==> src/hw/rtl/wst_ram.sv <==
// Generic single-write, single-read RAM with registered read data.
module wst_ram #(
   parameter int WIDTH = 8,
   parameter int DEPTH = 64,
   parameter int AW    = (DEPTH > 1) ? $clog2(DEPTH) : 1
) (
   input  logic             clock,
   input  logic             wr_en,
   input  logic [AW-1:0]    wr_addr,
   input  logic [WIDTH-1:0] wr_data,
   input  logic             rd_en,
   input  logic [AW-1:0]    rd_addr,
   output logic [WIDTH-1:0] rd_data
);

   logic [WIDTH-1:0] mem_ff [DEPTH];
   logic [WIDTH-1:0] rd_data_ff;

   // Write and read the array
   always_ff @(posedge clock) begin
      if (wr_en) begin
         mem_ff[wr_addr] <= wr_data;
      end
      if (rd_en) begin
         rd_data_ff <= mem_ff[rd_addr];
      end
   end

   assign rd_data = rd_data_ff;

endmodule

==> config.mk <==
export PLATFORM = sky130hd
export DESIGN_NAME = wst_ram
export DESIGN_NICKNAME = d
export VERILOG_FILES = /design/src/hw/rtl/wst_ram.sv
export SDC_FILE = /design/constraint.sdc
export NUM_CORES = 1
export LEC_CHECK = 0
export BUFFER_PORTS_ARGS = -buffer_cell sky130_fd_sc_hd__clkbuf_2
export CAP_MARGIN = 20
export CORE_MARGIN = 2
export CORE_UTILIZATION = 60
export CTS_CLUSTER_SIZE = 28
export DETAILED_ROUTE_END_ITERATION = 7
export PLACE_DENSITY = 0.87
export SETUP_SLACK_MARGIN = 0.1
export SLEW_MARGIN = 20
export SYNTH_ARGS = -nofsm -noshare
export SYNTH_HDL_FRONTEND = slang
export SYNTH_SLANG_ARGS = --single-unit
==> constraint.sdc <==
create_clock -name clock -period 2.5 [get_ports clock]
set_input_delay 0.25 -clock clock [delete_from_list [all_inputs] [get_ports clock]]
set_output_delay 0.25 -clock clock [all_outputs]
set_load 0.03 [all_outputs]
==> impl_metrics.ini, run 1 <==
[floorplan]
die_h_um = 187.7
fp.coreArea_mm2 = 0.03336
dieArea_mm2 = 0.03523
start_util_pct = 60.68
dieWidth_um = 187.7
rows = 67
ios = 31

[timing]
layout_setup_ws_ps = 328.9
finalHoldViolCount = 0
max_freq_ghz = 0.4606
period_minus_slack_ps = 2171
setup_viol = 0
worstMarginPinSlew_ps = 783.6
grt_setup_unrepaired = false
slew_viol_final = 0
fin_crit_sh_pct = 86.85
hold-worst-slack_ps = 0.2871
slew_headroom_pct = 47.76
tns_ps = 0
fin_skew_ps = 21.74

[cts]
root_buffer = clkbuf_16
cts_resized = 0
clock_path_buffers = 3
cts_tree = yes
path_clk_slew_ps = 60
cts_sinks = 520
cts_setup_buffers = 0
cts_buffers = 49
hold_buffers = 0
clock_latency_ps = 560
htree_num_levels = 2

[setup_path]
critPathBufInv = 0
critPathTopFamily = multiplexers
start_kind = register
cp.required_ps = 2780
end_kind = register
critPathMaxStageDelay_ps = 570
cp_max_fo = 1
critPathKind = register to register
crit_path_top_delay_cell = a221oi_1
cp_data_arrival_time_ps = 2450
critical_path.cell_chain = mux4_2, mux2_2, a221oi_1, o2bb2ai_1

[pwr]
p_per_area_mw_per_mm2 = 762.9
p_leak_uw = 0.007472
vdd.ir_drop.worst_mv = 0.5490
p_total_uw = 17660

[layout]
drive_above_1_share_pct = 31.40
multiInputGateArea_mm2 = 0.004315
final_nets = 1107
layout-area-overhead-vs-synth_pct = 14.36
regArea_mm2 = 0.01562
design_area_mm2 = 0.02315
fillers = 1888

[place]
dpl.hpwl_um = 29420
dpl_cell_area_mm2 = 0.02165
portBuffers = 30
pre_cts_slack_ps = -32.09
gp_congestion = 0.9048

[routing]
drtAntennaViolNets = 0
drtIter0Drc = 1665
drc = 0
num_vias = 10650
drt_first_pass_iters = 6
drt-total-wl_um = 48330
wl_per_cell_um = 30.79
viasPerCell = 6.785

[synth]
syn-num-nets = 963
ys_seq_area_share_pct = 77.12
synthesis.area_mm2 = 0.02025
synth_cells = 940
synth-warning-count = 0
avgSynthCellArea_um2 = 21.54
ys_ff_latch = 520
yosysUniqueCellTypes = 39

[global_routing]
grt_pass1_wl_um = 71190
grt_overflow_total = 0
antenna_found_initial = 4
grt_pass1_vias = 10670
grt_max_degree = 65
gr-usage-all-layers_pct = 27.92

[min_path]
hold_path_class = primary input to register

[outcome]
outcome = complete, no violations

[job]
maxCapViolCount = 0
Yosys cell counts, drive strengths merged:
cell     instances  area share (%)
o21a             2           0.074
nor2            83             1.5
clkbuf          17            0.32
o32ai            2           0.087
o311ai           1           0.043
mux2            13            0.72
and2             1           0.031
o221ai           8            0.35
nand4b           1           0.043
o21ai            4           0.099
buf             34             1.2
a2111oi          2           0.087
a22oi            3            0.11
nor2b           14            0.43
a221oi           6            0.26
nand3b           3            0.11
nand2b           7            0.22
or3              1           0.031
nor3             7            0.17
o221a            2            0.11
edfxtp         520              77
mux4           126              14
a31oi            1           0.031
nor4             2           0.062
a21oi            3           0.074
nand4            2           0.062
o22ai            8            0.25
o2bb2ai          3            0.13
nand3           13            0.32
a211oi           4            0.15
o41ai            2           0.087
o2111ai          3            0.13
mux2i           23             1.1
nand2           19            0.35
per-stage QoR:
stage | std cells | util [%]
CTS | 1566 | 69.37
detailed placement | 1481 | 64.88
global placement | 1481 | 64.88
global route | 1567 | 69.37
floorplan | 940 | -
finish | 1570 | 69.40
placed cells by master, fill, tap and decap left out, types with 3 or more instances in the layout:
cell,netlist,final
buf_4,13,105
a221oi_1,6,6
nand3_1,13,13
clkinv_2,0,11
clkbuf_1,17,9
o2111ai_1,3,3
bufinv_16,0,3
mux4_2,126,126
a22oi_1,3,3
nand2b_1,7,7
clkinv_1,0,10
edfxtp_1,520,520
o221ai_1,8,8
a21oi_1,3,3
o22ai_1,8,8
o2bb2ai_1,3,3
nand2_1,19,19
buf_12,2,11
nand3b_1,3,3
clkbuf_2,0,27
diode_2,0,4
clkbuf_16,0,50
nor2b_1,14,14
a211oi_1,4,4
mux2_2,13,13
nor3_1,7,7
nor2_1,83,83
mux2i_1,23,23
logic make-up (layout without fill, tap and decap cells):
logic type / Yosys count / after routing / share of synthesized area [%]
flip-flops: 520 / 520 / 77.12
multiplexers: 162 / 162 / 15.88
AND/OR/NAND/NOR: 153 / 153 / 3.374
AO/OA/AOI/OAI: 54 / 54 / 2.064
buffers and inverters: 51 / 229 / 1.563
other: 0 / 4 / 0
power breakdown:
part | internal [µW] | switching [µW] | total (µW)
combinational | 381 | 603 | 984
sequential | 9670 | 30.6 | 9700
clock | 3960 | 3020 | 6980
final cells by class:
type / instances / area share [%]
flip-flops and latches: 520 / 67.44
multi-input cells: 369 / 18.64
clock buffers: 59 / 5.550
repair buffers: 144 / 4.999
well taps: 448 / 2.421
clock inverters: 26 / 0.9079
diodes: 4 / 0.04323
final timing paths:
check | slack, ps | to | start | cells past startpoint
setup / recovery | 330 | rd_data[1]$_DFFE_PP_ | mem_ff[47][1]$_DFFE_PP_ | 4
hold / removal | 0.3 | mem_ff[52][5]$_DFFE_PP_ | wr_data[5] | 1
setup reg to reg | 330 | rd_data[1]$_DFFE_PP_ | mem_ff[47][1]$_DFFE_PP_ | 4
hold reg to reg | 930 | rd_data[0]$_DFFE_PP_ | mem_ff[34][0]$_DFFE_PP_ | 4
metal layers:
layer  vias to the layer above  part of all wire, %  track usage (%)
li1                       4219                    -                -
met1                      5438                   35            37.99
met2                       849                   50            45.38
met3                       145                   11            6.158
met4                         2                  3.5            10.08
met5                         -               0.0041                0
sequential cells by signal, indices dropped and copies added (netlist names):
name and cells:
mem_ff 512, rd_data 8
No activity file was read; power rests on OpenSTA's default activity.
==> run 2, diff against run 1 <==
--- a/config.mk
+++ b/config.mk
@@ -7,11 +7,13 @@
 export LEC_CHECK = 0
 export BUFFER_PORTS_ARGS = -buffer_cell sky130_fd_sc_hd__clkbuf_2
 export CAP_MARGIN = 20
+export CELL_PAD_IN_SITES_DETAIL_PLACEMENT = 1
+export CELL_PAD_IN_SITES_GLOBAL_PLACEMENT = 1
 export CORE_MARGIN = 2
-export CORE_UTILIZATION = 60
+export CORE_UTILIZATION = 56
 export CTS_CLUSTER_SIZE = 28
 export DETAILED_ROUTE_END_ITERATION = 7
-export PLACE_DENSITY = 0.87
+export PLACE_DENSITY = 0.9
 export SETUP_SLACK_MARGIN = 0.1
 export SLEW_MARGIN = 20
 export SYNTH_ARGS = -nofsm -noshare
==> impl_metrics.ini, run 2 (synthesis results as in run 1) <==
[outcome]
outcome = complete, no violations

[timing]
fin_crit_sh_pct = 93.45
hold-worst-slack_ps = 175.3
fin_skew_ps = 18.12
slew_headroom_pct = 44.25
tns_ps = 0
grt_setup_unrepaired = false
period_minus_slack_ps = 2336
max_freq_ghz = 0.4280
worstMarginPinSlew_ps = 836.3
slew_viol_final = 0
setup_viol = 0
finalHoldViolCount = 0

[floorplan]
dieWidth_um = 194.1
rows = 69
ios = 31
start_util_pct = 56.92
die_h_um = 194.1
dieArea_mm2 = 0.03769
fp.coreArea_mm2 = 0.03557

[layout]
design_area_mm2 = 0.02336
drive_above_1_share_pct = 31.99
final_core_util_pct = 65.69
largest_reg_flops = 512
layout-area-overhead-vs-synth_pct = 15.39
layout_commonest_cell = edfxtp_1
final_cell_mix = 520 x edfxtp_1, 126 x mux4_2, 119 x buf_4
regMostFlops = mem_ff
final_nets = 1120

[min_path]
hold_path_class = primary input to register
worstHoldStart = rd_en

[routing]
wl_per_cell_um = 36.87
drtIter0Drc = 1708
drt_first_pass_iters = 5
drt-total-wl_um = 59060
num_vias = 11140
drc = 0
viasPerCell = 6.956
drtAntennaViolNets = 0

[cts]
cts_setup_buffers = 0
clock_path_buffers = 3
cts_sinks = 520
cts_buffers = 50
root_buffer = clkbuf_16
cts_tree = yes
htree_num_levels = 2
clock_latency_ps = 580
path_clk_slew_ps = 70

[place]
gp_congestion = 0.8586
dpl.hpwl_um = 34560
portBuffers = 30
dpl_cell_area_mm2 = 0.02173

[pwr]
p_per_area_mw_per_mm2 = 789.4
p_total_uw = 18440
p_leak_uw = 0.007575
vdd.ir_drop.worst_mv = 0.6369

[setup_path]
cp_data_arrival_time_ps = 2630
timing.rr.start = mem_ff[28][6]$_DFFE_PP_
critical_path.startpoint = mem_ff[28][6]$_DFFE_PP_
crit_end = rd_data[6]$_DFFE_PP_
critPathTopFamily = multiplexers
cp.required_ps = 2800
cp_max_fo = 1
path_depth = 5
r2r-end = rd_data[6]$_DFFE_PP_
critPathKind = register to register
r2r_setup_slack_ps = 160
reg2reg_depth = 5
critPathBufInv = 0
critPathMaxStageDelay_ps = 480
critical_path.cell_chain = mux4_2, mux2_2, o221a_2, nor3_2, o32ai_1
start_kind = register
crit_path_top_delay_cell = mux4_2
end_kind = register

[global_routing]
antenna_found_initial = 1
gr-usage-all-layers_pct = 32.25
grt_pass1_wl_um = 86370
grt_overflow_total = 0
grt_pass1_vias = 11610
grt_max_degree = 65

[job]
maxCapViolCount = 0
[run 2: through the flow]
stage,setup slack (ps),std cells
after floorplan,443.7,940
after CTS,195.7,1599
after global placement,-87.43,1506
after global routing,149.8,1599
after detailed placement,-159.4,1506
final,163.8,1602
[run 2: timing repair]
| action | CTS | global route |
|---|---|---|
| hold buffers | 0 | 0 |
| endpoints found under the setup margin | 1 | 0 |
| gates resized for setup | 1 | 0 |
[run 2: layout make-up]
cell class	count	area (µm²)
sequential	520	15620
clock inverter	26	242.7
multi-input combinational	369	4320
fill	2893	12210
timing repair buffer	156	1222
clock buffer	67	1379
tap	461	576.8
antenna	3	7.507
[run 2: where the power goes]
group	internal [µW]	switching [µW]	total [µW]
Clock	4380	3300	7680
Sequential	9670	31.9	9700
Combinational	389	671	1060
[run 2: how the worst min path moves through the flow]
stage	end	slack, ps	depth (start not counted)
4_1_cts	rd_data[3]$_DFFE_PP_	140	1
6_report	rd_data[3]$_DFFE_PP_	180	1
3_5_place_dp	mem_ff[54][7]$_DFFE_PP_	750	1
2_1_floorplan	mem_ff[0][0]$_DFFE_PP_	350	0
5_1_grt	rd_data[3]$_DFFE_PP_	140	1
3_3_place_gp	mem_ff[54][7]$_DFFE_PP_	740	1
[run 2: per-layer routing]
layer | up-vias | GRT usage [%] | wire [µm]
met5 | - | 0 | 0
met1 | 5773 | 44.59 | 21080
met2 | 925 | 52.29 | 29310
li1 | 4262 | - | -
met3 | 183 | 5.601 | 6124
met4 | 0 | 12.32 | 2550
