**src/hw/rtl/wst_pkg.sv**
```systemverilog
// Shared types and constants for the station tracking table.
package wst_pkg;

   // Default table depth
   localparam int TABLE_ENTRIES_DEFAULT = 64;

   // Field widths fixed by the frame header format
   localparam int ADDR_W    = 48;
   localparam int PACKETS_W = 32;
   localparam int SEEN_W    = 32;
   localparam int RSSI_W    = 8;

   // Frame acceptance constants
   localparam logic [11:0] MIN_FRAME_LENGTH = 12'd24;
   localparam logic [1:0]  KIND_MGMT        = 2'd0;
   localparam logic [1:0]  KIND_DATA        = 2'd1;
   localparam logic [1:0]  FTYPE_MGMT       = 2'd0;
   localparam logic [1:0]  FTYPE_DATA       = 2'd2;
   localparam logic [7:0]  SUBTYPE_MASK     = 8'hF0;
   localparam logic [7:0]  SUBTYPE_PROBE    = 8'h40;
   localparam int          GROUP_BIT        = 40;

   // Result codes
   typedef enum logic [1:0] {
      OUTCOME_IGNORED  = 2'd0,
      OUTCOME_UPDATED  = 2'd1,
      OUTCOME_INSERTED = 2'd2,
      OUTCOME_DROPPED  = 2'd3
   } outcome_type;

   // Decoded frame header
   typedef struct packed {
      logic              ignore;
      logic [ADDR_W-1:0] station;
      logic [ADDR_W-1:0] network;
      logic              associated;
   } decode_type;

   // Per-row fields: BSSID, association and packet count are read back on a hit,
   // RSSI and last-seen time ride along on every row write
   typedef struct packed {
      logic [ADDR_W-1:0]    network;
      logic                 associated;
      logic [PACKETS_W-1:0] packets;
      logic [RSSI_W-1:0]    strength;
      logic [SEEN_W-1:0]    last_seen;
   } row_status_type;

endpackage

```
**src/hw/rtl/wst_frame_decode.sv**
```systemverilog
// Frame header filter: picks station, BSSID and association or flags the frame ignored.
module wst_frame_decode (
   input  logic [1:0]            packet_kind,
   input  logic [11:0]           frame_length,
   input  logic [7:0]            frame_control_low,
   input  logic [7:0]            frame_control_high,
   input  logic [47:0]           address_one,
   input  logic [47:0]           address_two,
   output wst_pkg::decode_type   decode
);

   logic [1:0] ftype;
   logic       to_ds;
   logic       from_ds;
   logic       kind_ok;
   logic       have;

   assign ftype   = frame_control_low[3:2];
   assign to_ds   = frame_control_high[0];
   assign from_ds = frame_control_high[1];
   assign kind_ok = (packet_kind == wst_pkg::KIND_MGMT) || (packet_kind == wst_pkg::KIND_DATA);

   // Select station and BSSID by frame type and DS bits
   always_comb begin
      have               = 1'b0;
      decode.station     = '0;
      decode.network     = '0;
      decode.associated  = 1'b0;
      if (ftype == wst_pkg::FTYPE_DATA) begin
         if (to_ds && !from_ds) begin
            decode.network    = address_one;
            decode.station    = address_two;
            decode.associated = 1'b1;
            have              = 1'b1;
         end else if (!to_ds && from_ds) begin
            decode.station    = address_one;
            decode.network    = address_two;
            decode.associated = 1'b1;
            have              = 1'b1;
         end
      end else if ((ftype == wst_pkg::FTYPE_MGMT) &&
                   ((frame_control_low & wst_pkg::SUBTYPE_MASK) == wst_pkg::SUBTYPE_PROBE)) begin
         decode.station = address_two;
         have           = 1'b1;
      end
      // Drop short frames, foreign kinds, unsupported types and group stations
      decode.ignore = !kind_ok || (frame_length < wst_pkg::MIN_FRAME_LENGTH) || !have ||
                      decode.station[wst_pkg::GROUP_BIT];
   end

endmodule
```
**config.mk**
```make
export PLATFORM = sky130hd
export DESIGN_NAME = wst_frame_decode
export DESIGN_NICKNAME = d
export VERILOG_FILES = /design/src/hw/rtl/wst_pkg.sv /design/src/hw/rtl/wst_frame_decode.sv
export SDC_FILE = /design/constraint.sdc
export NUM_CORES = 1
export LEC_CHECK = 0
export CORE_AREA = 2 2 87 89
export DETAILED_ROUTE_END_ITERATION = 7
export DIE_AREA = 0 0 89 91
export DONT_BUFFER_PORTS = 1
export SLEW_MARGIN = 15
export SYNTH_ARGS = -nofsm -noshare
export SYNTH_HDL_FRONTEND = slang
export SYNTH_SLANG_ARGS = --single-unit
```
**constraint.sdc**
```tcl
create_clock -name vclk -period 4
set_clock_uncertainty 0.2 [all_clocks]
set_input_delay 0.6 -clock vclk [all_inputs]
set_output_delay 0.6 -clock vclk [all_outputs]
set_load 0.03 [all_outputs]
```
==> flow_summary.ini, run 1 <==
[run_status]
status = finished clean

[hold_path]
hold_path.class = in2out
whs_path_depth = 2

[layout]
area_growth_syn_to_layout_pct = 12.7
multiInputGateArea_sq_um = 957
drive_gt1_share_pct = 9.17
diodes = 0
final_cell_mix = 96 x a22o_1, 6 x buf_4, 3 x inv_1, 3 x nor4_1
final_common_cell = a22o_1
nNetsFinal = 250
seqCellArea_sq_um = 0
seq_cell_count = 0
n_fill_cell = 819
final.clkbuf_count = 0

[timing]
worstMarginPinSlew_ns = 0.486
period_minus_slack_ns = 3.19
max_freq_mhz = 314
min_period_over_period_pct = 79.7
hold_violations = 0
setup-tns-final_ns = 0
grt_setup_unrepaired = false
max_slew_margin_pct = 67.6
finalSetupViolations = 0
slew_violations = 0

[critical_path]
slowest_stage = or4_1
critPathLaunchType = input port
cp_data_required_time_ns = 3.20
path_delay_family = simple AND/OR/NAND/NOR gates
crit_type = in2out
critical_path.startpoint = frame_control_high[1]
crit_path_max_fanout = 34
slowest_delay_ns = 0.56
cp.arrival_ns = 2.39
crit_buf_inv = 3
cpMostUsedCell = buf_12
crit_chain = inv_1, ha_1, and3b_2, a31o_2, buf_12, a22o_1, or4_1, buf_12
endpoint_kind = output pin
timing.critical_path.to = decode[97]
cp.depth = 8

[power_and_ir_drop]
power.density_nw_per_um2 = 110
switching_share_pct = 74.3
p_seq_share_pct = 0
internal-power_mw = 0.0332
clkPwrFrac_pct = 0
p_leak_nw = 0.434
p_total_mw = 0.129
worst_ir_drop_vdd_uv = 24.3
combinationalPowerShare_pct = 100.0
switchingPower_mw = 0.0963

[routing]
met2_length_microns = 2380
vias_per_cell = 6.08
met1_length_microns = 1850
wl_microns = 4740
wl_met3_microns = 482
highest_layer = met4
ant_nets = 0
dr.pass1.iters = 4
remaining_drc_errors = 0
num_vias = 1332
initialDrtViolationCount = 87
wl_per_cell_microns = 21.6

[yosys]
synth_area_sq_um = 1040
netlist.area_leader.share_pct = 80.5
postSynthCellCount = 134
post-synth-top-area-cell = a22o_1
seq_area_frac_synth_pct = 0
synthTopCellsByArea = a22o_1 80%, clkbuf_1 4.3%, buf_2 3.8%
yosysWarnings = 0
ys_types = 14
avgSynthCellArea_sq_um = 7.80
syn_nets = 262

[place]
hpwl_microns = 3910
port-buffer-count = 0
gp_congestion = 0.843

[floorplanning]
die_w_microns = 89
core_region_area_sq_um = 7140
dieArea_sq_um = 8100
pin_count = 224
initial_core_util_pct = 14.6
chipHeight_microns = 91
num_rows = 31

[global_route]
grt_pass1_vias = 1143
antenna_found_initial = 0
grt.overflow.total = 0
grt_pass1_wl_microns = 6220
grtUsageTotal_pct = 9.36
grt_max_degree = 49

[clock_network]
hold_buffers = 0
post_cts_buffers = 0
postCtsResizedCells = 0

[flow_run]
cap_violations = 0
[power groups by stage]
| stage | Sequential (mW) | Clock (mW) | Combinational [mW] |
|---|---|---|---|
| 5_1_grt | 0 | 0 | 0.135 |
| 3_5_place_dp | 0 | 0 | 0.130 |
| 6_report | 0 | 0 | 0.129 |
| 3_3_place_gp | 0 | 0 | 0.129 |
| 4_1_cts | 0 | 0 | 0.130 |
| 2_1_floorplan | 0 | 0 | 0.115 |
[synthesized netlist by cell type]
cell type,number
nor4bb_1,1
a31oi_1,1
clkbuf_1,12
or4_1,1
nor3b_1,1
nor4_1,3
ha_1,2
buf_2,8
a31o_1,1
and3b_1,1
nand2_1,2
buf_1,2
a22o_1,96
inv_1,3
[layer usage]
metal,track usage [%],vias up
li1,-,558
met1,12.2,656
met2,16.5,116
met3,1.73,2
met4,0.498,0
met5,0,-
[cell type report]
cell class,count,area share (%)
Multi-Input combinational cell,109,81.3
Tap cell,99,10.5
Inverter,3,0.956
Timing Repair Buffer,8,7.23
[worst min-delay path by stage]
stage	start	endpoint	slack, ns
after floorplan	frame_control_low[2]	decode[0]	1.12
after global placement	frame_control_low[2]	decode[0]	1.19
after detailed placement	frame_control_low[2]	decode[0]	1.19
after CTS	frame_control_low[2]	decode[0]	1.19
after global routing	frame_control_low[2]	decode[0]	1.20
final	frame_control_low[2]	decode[0]	1.19
[through the flow]
stage	cell area, sq um	utilization [%]	setup slack, ns	cells	hold WS, ns
CTS	1180	16.5	0.806	219	1.19
detailed placement	1180	16.5	0.804	219	1.19
global route	1180	16.5	0.763	219	1.20
floorplan	1040	-	0.867	134	1.12
finish	1180	16.5	0.812	219	1.19
global placement	1180	16.5	0.832	219	1.19
[cell families (layout without fill, tap and decap cells)]
logic type	after synthesis	count (layout)	share of synthesized area (%)
AO/OA/AOI/OAI	98	98	81.9
adder cells (fa/ha/maj)	2	2	2.39
buffers and inverters	25	11	9.94
AND/OR/NAND/NOR	9	9	5.75
Power figures use the tool's default switching activity.
==> run 2, diff against run 1 <==
--- a/config.mk
+++ b/config.mk
@@ -5,9 +5,10 @@
 export SDC_FILE = /design/constraint.sdc
 export NUM_CORES = 1
 export LEC_CHECK = 0
-export CORE_AREA = 2 2 87 89
+export ABC_AREA = 1
+export CORE_AREA = 2 2 86 88
 export DETAILED_ROUTE_END_ITERATION = 7
-export DIE_AREA = 0 0 89 91
+export DIE_AREA = 0 0 88 90
 export DONT_BUFFER_PORTS = 1
 export SLEW_MARGIN = 15
 export SYNTH_ARGS = -nofsm -noshare
==> constraint.sdc (replaced) <==
create_clock -name vclk -period 3
set_clock_uncertainty 0.2 [all_clocks]
set_input_delay 0.45 -clock vclk [all_inputs]
set_output_delay 0.45 -clock vclk [all_outputs]
set_load 0.03 [all_outputs]
==> flow_summary.ini, run 2 <==
[layout]
n_fill_cell = 767
design_area_sq_um = 2140
stdcell_count = 475
nNetsFinal = 506
seq_cell_count = 0
seqCellArea_sq_um = 0
drive_gt1_share_pct = 28.2
diodes = 0
final_cell_mix = 102 x buf_4, 74 x o21ai_1, 57 x nand2_1, 55 x inv_1, 50 x nand3_1
multiInputGateArea_sq_um = 1040
area_growth_syn_to_layout_pct = 54.9
final.clkbuf_count = 0
final_common_cell = buf_4

[floorplanning]
num_rows = 31
core_region_area_sq_um = 7020
pin_count = 224
chipHeight_microns = 90
initial_core_util_pct = 19.7
die_w_microns = 88
dieArea_sq_um = 7920

[timing]
worstMarginPinSlew_ns = 0.516
setup-tns-final_ns = 0
max_freq_mhz = 408
slew_violations = 0
hold_violations = 0
period_minus_slack_ns = 2.45
min_period_over_period_pct = 81.7
finalSetupViolations = 0
max_slew_margin_pct = 65.6
grt_setup_unrepaired = false

[critical_path]
crit_type = in2out
cp_data_required_time_ns = 2.35
crit_path_max_fanout = 48
slowest_delay_ns = 0.44
crit_chain = inv_1, ha_1, nor2_4, buf_4, a22oi_1, nor3_1, buf_4
slowest_stage = buf_4
cpMostUsedCell = buf_4
cp.arrival_ns = 1.80
path_delay_family = buffers and inverters
critPathLaunchType = input port
endpoint_kind = output pin
crit_buf_inv = 3

[power_and_ir_drop]
switching_share_pct = 69.0
switchingPower_mw = 0.181
p_leak_nw = 1.12
worst_ir_drop_vdd_uv = 42.7
clkPwrFrac_pct = 0
combinationalPowerShare_pct = 100.0
power.density_nw_per_um2 = 122
p_seq_share_pct = 0
p_total_mw = 0.261
internal-power_mw = 0.0809

[yosys]
avgSynthCellArea_sq_um = 4.62
post-synth-top-area-cell = o21ai_1
synthTopCellsByArea = o21ai_1 27%, nand3_1 18%, nand2_1 16%
netlist.area_leader.share_pct = 26.8
postSynthCellCount = 299
synth.most_common_cell = o21ai_1
synth_area_sq_um = 1380
syn_nets = 427
yosysWarnings = 0
ys_types = 19
synth_common_cells = 74 x o21ai_1, 58 x nand2_1, 55 x inv_1
seq_area_frac_synth_pct = 0

[clock_network]
postCtsResizedCells = 0
hold_buffers = 0
post_cts_buffers = 0

[routing]
remaining_drc_errors = 0
ant_nets = 0
wl_microns = 6440
initialDrtViolationCount = 80
vias_per_cell = 4.81
dr.pass1.iters = 6
num_vias = 2283
wl_per_cell_microns = 13.6

[place]
post_dp_cell_area_sq_um = 2140
port-buffer-count = 0
hpwl_microns = 4940
placedCellCount = 475
gp_congestion = 0.823

[global_route]
grt_pass1_vias = 2094
grt_max_degree = 49
grtUsageTotal_pct = 13.5
grt.overflow.total = 0
grt_pass1_wl_microns = 9000
antenna_found_initial = 0

[flow_run]
cap_violations = 0

[run_status]
status = finished clean

[hold_path]
hold_path.class = in2out
==> run 2: cell count changes after synthesis, sizes merged, moves of 10 or more <==
| cell | before | now |
|---|---|---|
| nand2 | 2 | 58 |
| o21ai | 0 | 94 |
| nand3 | 0 | 50 |
| nor2 | 0 | 10 |
| buf | 10 | 21 |
| inv | 3 | 56 |
| a22o | 96 | 0 |
==> run 2: layout make-up <==
| cell class | count | share of cell area [%] |
|---|---|---|
| multi-input cells | 218 | 48.7 |
| inverters | 56 | 9.81 |
| well taps | 99 | 5.78 |
| repair buffers | 102 | 35.7 |
==> run 2: stage by stage <==
stage,setup WS [ns],util [%],hold WS (ns)
floorplan,0.577,-,0.815
global placement,0.585,30.5,0.885
detailed placement,0.544,30.5,0.884
CTS,0.527,30.5,0.885
global route,0.442,30.5,0.887
finish,0.548,30.5,0.884
==> run 2: cells by family after synthesis <==
logic type | count (synthesis) | share of synthesized area, %
adder cells (fa/ha/maj) | 2 | 1.81
buffers and inverters | 81 | 25.2
AND/OR/NAND/NOR | 120 | 38.1
AO/OA/AOI/OAI | 96 | 34.9
==> run 2: path summary, 6_finish.rpt <==
check / start / endpoint / cells past startpoint
worst max-delay path: frame_control_high[1] / decode[41] / 7
worst min-delay path: frame_control_low[2] / decode[41] / 2
==> run 2: power groups by stage <==
stage / clock network, mW / logic [mW] / registers [mW]
floorplan: 0 / 0.180 / 0
global placement: 0 / 0.255 / 0
detailed placement: 0 / 0.261 / 0
CTS: 0 / 0.262 / 0
global route: 0 / 0.279 / 0
finish: 0 / 0.261 / 0
==> run 2: layer usage <==
metal	share of wire [%]	track usage [%]
met5	0	0
met4	0.30	0.641
met3	8.9	1.74
met2	54	30.2
met1	37	12.6
==> run 3, diff against run 2 <==
--- a/config.mk
+++ b/config.mk
@@ -5,10 +5,10 @@
 export SDC_FILE = /design/constraint.sdc
 export NUM_CORES = 1
 export LEC_CHECK = 0
-export ABC_AREA = 1
-export CORE_AREA = 2 2 86 88
+export ABC_AREA = 0
+export CORE_AREA = 2 2 87 89
 export DETAILED_ROUTE_END_ITERATION = 7
-export DIE_AREA = 0 0 88 90
+export DIE_AREA = 0 0 89 91
 export DONT_BUFFER_PORTS = 1
 export SLEW_MARGIN = 15
 export SYNTH_ARGS = -nofsm -noshare
==> constraint.sdc (replaced) <==
create_clock -name vclk -period 2
set_clock_uncertainty 0.2 [all_clocks]
set_input_delay 0.3 -clock vclk [all_inputs]
set_output_delay 0.3 -clock vclk [all_outputs]
set_load 0.03 [all_outputs]
==> flow_summary.ini, run 3 (synthesized netlist as in run 1, its figures left out) <==
[critical_path]
crit_type = in2out
crit_path_max_fanout = 3
endpoint_kind = output pin
critPathLaunchType = input port
cp.arrival_ns = 1.68
cp_data_required_time_ns = 1.50

[timing]
worstMarginPinSlew_ns = 0.364
setup_ws_ns = -0.181
whs_ns = 0.547
hold_violations = 0
max_freq_mhz = 459
slew_violations = 0
min_period_over_period_pct = 109
finalSetupViolations = 20
period_minus_slack_ns = 2.18
grt_setup_unrepaired = true
max_slew_margin_pct = 75.8

[power_and_ir_drop]
worst_ir_drop_vdd_uv = 117
power.density_nw_per_um2 = 163
p_leak_nw = 1.14
p_total_mw = 0.386

[global_route]
grt_pass1_vias = 1334
antenna_found_initial = 0
grtUsageTotal_pct = 10.9
grt.overflow.total = 0
grt_pass1_wl_microns = 7280
grt_max_degree = 49

[layout]
final_common_cell = a22o_4
area_growth_syn_to_layout_pct = 126
final_cell_mix = 85 x a22o_4, 10 x buf_4, 9 x a22o_2, 7 x buf_12, 5 x buf_6
nNetsFinal = 273
diodes = 0
final.clkbuf_count = 0
seqCellArea_sq_um = 0
stdcell_count = 242
seq_cell_count = 0
drive_gt1_share_pct = 93.0
n_fill_cell = 733

[routing]
num_vias = 1446
remaining_drc_errors = 0
dr.pass1.iters = 4
ant_nets = 0
initialDrtViolationCount = 48
wl_microns = 5830
vias_per_cell = 5.98
wl_per_cell_microns = 24.1

[place]
place_ws_ns = -0.238
placedCellCount = 228
hpwl_microns = 4030
gp_congestion = 0.674
port-buffer-count = 0

[floorplanning]
chipHeight_microns = 91
core_region_area_sq_um = 7140
num_rows = 31
dieArea_sq_um = 8100
die_w_microns = 89
pin_count = 224
initial_core_util_pct = 14.6

[hold_path]
hold_path.class = in2out

[run_status]
status = finished with violations
failed_checks = setup timing

[flow_run]
cap_violations = 0

[clock_network]
hold_buffers = 0
## run 3: changes by cell type in the layout (fill, tap and decap cells not counted), moves of 5 or more
cell / before / now
a22o_2: 0 / 9
a22o_4: 0 / 85
buf_12: 0 / 7
buf_4: 102 / 10
buf_6: 0 / 5
inv_1: 55 / 2
nand2_1: 57 / 2
nand3_1: 50 / 0
nor2_1: 8 / 0
o21ai_0: 20 / 0
o21ai_1: 74 / 0
## run 3: critical path, stage by stage
cell and delay, ns:
inv_12 0.01, ha_4 0.15, and3b_2 0.20, a31o_4 0.22, a22o_4 0.22, or4_4 0.58
## run 3: layout make-up
type	count	area (sq um)	area share (%)
Inverter	3	23.8	1.00
Timing Repair Buffer	31	469	19.8
Multi-Input combinational cell	109	1750	73.9
Tap cell	99	124	5.24
## run 3: stage by stage
stage / util (%) / area (sq um) / setup TNS (ns)
2_1_floorplan: - / 1750 / -2.83
3_3_place_gp: 27.6 / 1970 / -7.21
3_5_place_dp: 27.6 / 1970 / -12.38
4_1_cts: 30.4 / 2170 / -0.484
5_1_grt: 33.2 / 2370 / -2.17
6_report: 33.2 / 2370 / -0.799
## run 3: power by group
part	leakage, nW	total [mW]	internal [mW]	switching, mW
sequential	0	0	0	0
clock	0	0	0	0
combinational	1.14	0.386	0.165	0.221
total	1.14	0.386	0.165	0.221
## run 3: what timing repair did
item	4_1_cts	5_1_grt
gates resized for setup	16	19
cloned	2	4
buffers inserted	6	3
endpoints found under the setup margin	96	61
pin swaps	7	16
## run 3: worst paths after layout
kind	startpoint	end	cells after the start
setup / recovery	frame_control_high[1]	decode[97]	6
hold / removal	address_one[44]	decode[45]	1
## run 3: per-layer routing
metal,routed length [microns],part of all wire [%],vias up,global-route usage (%)
li1,-,-,622,-
met1,2270,39,720,13.2
met2,3100,53,104,21.7
met3,458,7.9,0,0.909
met4,0,0,0,0
met5,0,0,-,0
